--- src/spn16_block_cipher_defines.svh ---
// Assertion macros used by the cipher RTL.
`ifndef SPN16_BLOCK_CIPHER_DEFINES_SVH
`define SPN16_BLOCK_CIPHER_DEFINES_SVH

`ifndef SYNTHESIS

`define SPN_ASSERT_IMPL(label, clk, rst_n, ante, cons) \
    label: assert property (@(posedge clk) disable iff (!rst_n) (ante) |-> (cons)) \
        else $error("assertion failed: label");

`define SPN_ASSERT_DELAY(label, clk, rst_n, ante, cons, dly) \
    label: assert property (@(posedge clk) disable iff (!rst_n) (ante) |-> ##(dly) (cons)) \
        else $error("assertion failed: label");

`else

`define SPN_ASSERT_IMPL(label, clk, rst_n, ante, cons)

`define SPN_ASSERT_DELAY(label, clk, rst_n, ante, cons, dly)

`endif

`endif

--- src/spn16_pkg.sv ---
// Constants, S-box tables and round functions of the 16-bit SPN cipher.
`default_nettype none

package spn16_pkg;

    localparam int BLOCK_W   = 16;
    localparam int KEY_W     = 16;
    localparam int NUM_KEYS  = 5;
    localparam int CFG_IDX_W = 3;
    localparam int SPN_ROUNDS = 5;

    localparam logic OP_ENCRYPT = 1'b0;
    localparam logic OP_DECRYPT = 1'b1;

    typedef logic [BLOCK_W-1:0] block_t;
    typedef logic [3:0] nibble_t;

    localparam nibble_t FWD_SBOX [16] = '{
        4'd2, 4'd8, 4'd13, 4'd5, 4'd4, 4'd10, 4'd12, 4'd15,
        4'd14, 4'd3, 4'd11, 4'd9, 4'd7, 4'd1, 4'd6, 4'd0
    };

    localparam nibble_t INV_SBOX [16] = '{
        4'd15, 4'd13, 4'd0, 4'd9, 4'd4, 4'd3, 4'd14, 4'd12,
        4'd1, 4'd11, 4'd5, 4'd10, 4'd6, 4'd2, 4'd8, 4'd7
    };

    function automatic block_t sub_fwd(input block_t v);
        block_t r;
        r = '0;
        for (int n = 0; n < 4; n++)
        begin
            r[n*4 +: 4] = FWD_SBOX[v[n*4 +: 4]];
        end
        return r;
    endfunction

    function automatic block_t sub_inv(input block_t v);
        block_t r;
        r = '0;
        for (int n = 0; n < 4; n++)
        begin
            r[n*4 +: 4] = INV_SBOX[v[n*4 +: 4]];
        end
        return r;
    endfunction

    // The block is a 4x4 bit matrix read from the most significant bit;
    // row r and column c trade places.
    function automatic block_t bit_transpose(input block_t v);
        block_t r;
        r = '0;
        for (int row = 0; row < 4; row++)
        begin
            for (int col = 0; col < 4; col++)
            begin
                r[15 - (4*col + row)] = v[15 - (4*row + col)];
            end
        end
        return r;
    endfunction

endpackage

`default_nettype wire

--- src/spn16_block_cipher.sv ---
// Top level of the pipelined 16-bit SPN block cipher.
// A new item is taken in every clock cycle, and busy is always low. Each item
// passes an input stage, one stage per cipher round and an output stage. Its
// result is on block_out with done once it has passed all of these stages.
// Results come out in the order the items came in. The receiver cannot stall
// the output, and none is needed. Round keys should be written only while no
// item is in the pipeline.
`default_nettype none

module spn16_block_cipher #(
    parameter int ROUNDS = spn16_pkg::SPN_ROUNDS
) (
    input  wire logic                           clk,
    input  wire logic                           rst_n,
    input  wire logic                           start,
    output logic                                busy,
    input  wire logic                           opcode,
    input  wire logic [spn16_pkg::BLOCK_W-1:0]  block_in,
    output logic                                done,
    output logic [spn16_pkg::BLOCK_W-1:0]       block_out,
    input  wire logic                           cfg_we,
    input  wire logic [spn16_pkg::CFG_IDX_W-1:0] cfg_index,
    input  wire logic [spn16_pkg::KEY_W-1:0]    cfg_data
);

    import spn16_pkg::*;

`include "spn16_block_cipher_defines.svh"

    logic [KEY_W-1:0] key_reg [NUM_KEYS];
    logic [KEY_W-1:0] key_next [NUM_KEYS];

    logic   valid_reg [ROUNDS];
    logic   valid_next [ROUNDS];
    logic   op_reg [ROUNDS];
    logic   op_next [ROUNDS];
    block_t data_reg [ROUNDS];
    block_t data_next [ROUNDS];

    logic   done_reg;
    logic   done_next;
    block_t out_reg;
    block_t out_next;

    always_comb
    begin
        for (int k = 0; k < NUM_KEYS; k++)
        begin
            key_next[k] = key_reg[k];
            if (cfg_we && (cfg_index == CFG_IDX_W'(k)))
            begin
                key_next[k] = cfg_data;
            end
        end
    end

    assign busy = 1'b0;

    // Decryption strips the final whitening key on the way in.
    assign valid_next[0] = start && !busy;
    assign op_next[0]    = opcode;
    assign data_next[0]  = (opcode == OP_DECRYPT) ? (block_in ^ key_reg[ROUNDS-1]) : block_in;

    for (genvar s = 0; s < ROUNDS - 1; s++)
    begin : g_round
        block_t enc_val;
        block_t dec_val;

        assign enc_val = bit_transpose(sub_fwd(data_reg[s] ^ key_reg[s]));
        assign dec_val = sub_inv(bit_transpose(data_reg[s])) ^ key_reg[ROUNDS-2-s];

        assign valid_next[s+1] = valid_reg[s];
        assign op_next[s+1]    = op_reg[s];
        assign data_next[s+1]  = (op_reg[s] == OP_DECRYPT) ? dec_val : enc_val;
    end

    assign done_next = valid_reg[ROUNDS-1];
    assign out_next  = (op_reg[ROUNDS-1] == OP_ENCRYPT)
                     ? (data_reg[ROUNDS-1] ^ key_reg[ROUNDS-1])
                     : data_reg[ROUNDS-1];

    always_ff @(posedge clk or negedge rst_n)
    begin
        if (!rst_n)
        begin
            for (int k = 0; k < NUM_KEYS; k++)
            begin
                key_reg[k] <= '0;
            end
            for (int s = 0; s < ROUNDS; s++)
            begin
                valid_reg[s] <= 1'b0;
            end
            done_reg <= 1'b0;
        end
        else
        begin
            for (int k = 0; k < NUM_KEYS; k++)
            begin
                key_reg[k] <= key_next[k];
            end
            for (int s = 0; s < ROUNDS; s++)
            begin
                valid_reg[s] <= valid_next[s];
            end
            done_reg <= done_next;
        end
    end

    always_ff @(posedge clk)
    begin
        for (int s = 0; s < ROUNDS; s++)
        begin
            op_reg[s]   <= op_next[s];
            data_reg[s] <= data_next[s];
        end
        out_reg <= out_next;
    end

    assign done      = done_reg;
    assign block_out = out_reg;

    `SPN_ASSERT_DELAY(a_item_done, clk, rst_n, start && !busy, done, ROUNDS+1)
    `SPN_ASSERT_DELAY(a_no_spurious_done, clk, rst_n, !(start && !busy), !done, ROUNDS+1)
    `SPN_ASSERT_IMPL(a_never_busy, clk, rst_n, 1'b1, !busy)

endmodule

`default_nettype wire

--- config.mk ---
export PLATFORM = sky130hd
export DESIGN_NAME = spn16_block_cipher
export DESIGN_NICKNAME = d
export VERILOG_FILES = /design/src/spn16_pkg.sv /design/src/spn16_block_cipher.sv
export VERILOG_INCLUDE_DIRS = /design/src /design/src/src
export SDC_FILE = /design/constraint.sdc
export NUM_CORES = 1
export LEC_CHECK = 0
export ABC_AREA = 0
export BUFFER_PORTS_ARGS = -buffer_cell sky130_fd_sc_hd__buf_2
export CAP_MARGIN = 20
export CELL_PAD_IN_SITES_DETAIL_PLACEMENT = 1
export CELL_PAD_IN_SITES_GLOBAL_PLACEMENT = 2
export CORE_ASPECT_RATIO = 1.4
export CORE_MARGIN = 4
export CORE_UTILIZATION = 48
export CTS_BUF_LIST = sky130_fd_sc_hd__clkbuf_4
export CTS_CLUSTER_SIZE = 10
export DETAILED_ROUTE_END_ITERATION = 8
export PLACE_DENSITY = 0.87
export SLEW_MARGIN = 5
export SYNTH_ARGS = -nofsm -noshare
export SYNTH_HDL_FRONTEND = slang
export SYNTH_SLANG_ARGS = --single-unit
--- constraint.sdc ---
create_clock -name clk -period 4.04 [get_ports clk]
set_clock_uncertainty 0.2 [all_clocks]
set_input_delay 0.202 -clock clk [delete_from_list [all_inputs] [get_ports clk]]
set_output_delay 0.202 -clock clk [all_outputs]
set_load 0.03 [all_outputs]
==> flow_summary.ini <==
[sta]
rsz0062_at_grt = false
max_freq_mhz = 410.5
fin_tns_setup_ps = 0
final.period_utilization = 0.6030
final_hold_viol_count = 0
maxSlewHeadroom = 0.2572
drv_slew = 0
min_period_ps = 2436
worstMarginPinSlew_ps = 1113
finalSetupViolCount = 0

[yosys]
synth_edf_count = 0
synth_nets = 1271
synth_cell_types = 52
syn_area_um2 = 12670
ys_seq_area_frac = 0.3295
yosysWarnings = 0
syn_inst = 1103
async_flop_share = 0.4599
syn_avg_cell_area_um2 = 11.48
synthFlopType = dfxtp_1
synth-seq-cells = 187

[clock_tree]
clock-root-buffer = clkbuf_4
htreeDepth = 4
hold_buffers = 56
cts_tree = yes
cts_sinks = 187
cts_inserted_buffers = 17
cts_setup_buffers = 0
insertion_delay_ps = 630
cts.path.max_buffers = 2
cts_resized = 0
clk_pin_slew_ps = 150

[routing]
drt-wirelength-per-cell_um = 24.99
drc = 0
drt_iter0_markers = 451
drtAntennaViolNets = 0
wirelength_um = 38380
firstDrtPassIters = 4
viasPerCell = 5.882
num_vias = 9034

[pwr]
finalPower_mw = 11.45
power-per-cell-area_nw_per_um2 = 813.1
ir_worst_vdd_uv = 420.5
p_leak_nw = 5.987

[worst_setup_path]
crit_chain = dlygate4sd3_1 -> buf_2 -> nor3b_4 -> mux2_1 -> dlygate4sd3_1
worstPathRequired_ps = 4360
worstSetupEndpointType = flop
path_buf_inv = 3
crit_path_max_incr_delay_ps = 860
cp_slowest_cell = nor3b_4
path_class = in2reg
cp.arrival_ps = 2750
crit_top_cell = dlygate4sd3_1
cp-start-kind = primary input
cp_top_family = buffers and inverters
cp_max_fo = 16

[grt]
grt_max_degree = 35
use_met1 = 0.2882
met2_usage = 0.5033
grt_usage = 0.2670
grt_pass1_vias = 9943
grt_pass1_wl_um = 58910
gr-usage-met3 = 0.02602
overflow = 0
antenna_found_initial = 1
grt-busiest-layer = met2

[floorplan]
rows = 70
die_area_um2 = 29090
die_h_um = 200.2
io_pins = 58
die_x_um = 145.3
coreArea_um2 = 26100
initial_core_util = 0.4853

[status]
outcome = complete, no violations

[layout]
mostFrequentLayoutCell = ha_1
layout_common_cells = ha_1, xnor2_1, dfxtp_1
final_nets = 1366
layout-area-overhead-vs-synth_pct = 11.17
drive_gt1_frac = 0.2073

[job]
cap_violations = 0

[place]
gp_congestion = 0.8591
dp_hpwl_um = 29350
io_buffers = 56

[worst_hold_path]
min_path_type = in2reg
==> through the flow <==
| stage | hold WS [ps] | instance area (um^2) | utilization | setup slack (ps) | cells |
|---|---|---|---|---|---|
| final | 45.97 | 14080 | 0.5395 | 1604 | 1536 |
| after global routing | 29.97 | 14080 | 0.5395 | 1518 | 1536 |
| after CTS | 1.537 | 14080 | 0.5395 | 1666 | 1535 |
| after detailed placement | 117.7 | 13200 | 0.5058 | 1700 | 1447 |
| after global placement | 111.5 | 13180 | 0.5048 | 1652 | 1446 |
| after floorplan | -293.6 | 12670 | - | 2086 | 1103 |
==> synth_stat cells (3+ instances only) <==
library cell / n / area share
or3_1: 9 / 0.0044
xor2_2: 18 / 0.023
a311oi_1: 5 / 0.0035
o21ai_2: 3 / 0.0021
nand2_1: 30 / 0.0089
dfrtp_1: 86 / 0.17
a21oi_1: 27 / 0.011
a211oi_1: 11 / 0.0065
clkbuf_1: 12 / 0.0036
nor3_1: 30 / 0.012
mux4_2: 53 / 0.094
nand3_1: 8 / 0.0032
inv_1: 93 / 0.028
buf_4: 6 / 0.0036
o211ai_1: 6 / 0.0036
o2111ai_1: 3 / 0.0021
ha_1: 128 / 0.13
o221ai_1: 17 / 0.012
nand2b_1: 16 / 0.0079
mux2_2: 72 / 0.064
mux2_1: 10 / 0.0089
xnor2_1: 121 / 0.084
mux4_1: 11 / 0.023
a221oi_1: 12 / 0.0083
o21ai_1: 10 / 0.0040
a22oi_1: 8 / 0.0047
a221o_1: 4 / 0.0032
o21ai_0: 39 / 0.015
nor4_1: 4 / 0.0020
xnor2_2: 6 / 0.0077
xor2_1: 49 / 0.034
buf_2: 21 / 0.0083
nor2_1: 13 / 0.0039
dfxtp_1: 101 / 0.16
mux2i_1: 34 / 0.027
nor2_2: 3 / 0.0015
a2111o_1: 3 / 0.0027
==> worst paths after layout <==
kind                                  from               to  slack (ps)  depth (start not counted)
hold reg to reg              valid_next[2]    valid_next[1]         160                          0
setup / recovery              cfg_index[1]      key_reg[65]        1600                          5
setup reg to reg           data_reg[0][37]  data_reg[0][61]        1650                          5
min in group asynchronous            rst_n      key_reg[79]         460                          3
max in group asynchronous            rst_n      key_reg[35]        2420                          4
hold / removal                       start    valid_next[3]          50                          2
==> layer usage <==
layer,wire (um),up-vias
met2,20870,226
met4,2344,0
met5,0,-
met3,1032,90
li1,-,4086
met1,14130,4632
==> area by class of cell <==
cell class	instances	area, um^2
tap	324	405.4
timing repair buffer	115	895.9
multi-input combinational	781	7938
sequential	187	4174
clock buffer	19	142.6
inverter	96	360.3
antenna	1	2.502
fill	2754	12020
clock inverter	13	163.9
==> kinds of logic (layout without fill, tap and decap cells) <==
kind of cell	count (synthesis)	in the layout	synth area share
compound gates	157	157	0.08396
xor+xnor	195	195	0.1505
fa+ha+maj	128	128	0.1264
buf+inv	135	243	0.04386
flops	187	187	0.3295
mux	180	180	0.2168
other cells	1	2	0.0002960
simple gates	120	120	0.04860
==> where the power goes <==
| group | internal, mW | leakage, nW | switching (mW) |
|---|---|---|---|
| sequential | 2.52 | 1.88 | 1.36 |
| combinational | 3.10 | 3.94 | 3.31 |
| clock | 0.449 | 0.166 | 0.710 |
| total | 6.07 | 5.99 | 5.38 |
Power figures use the tool's default switching activity.
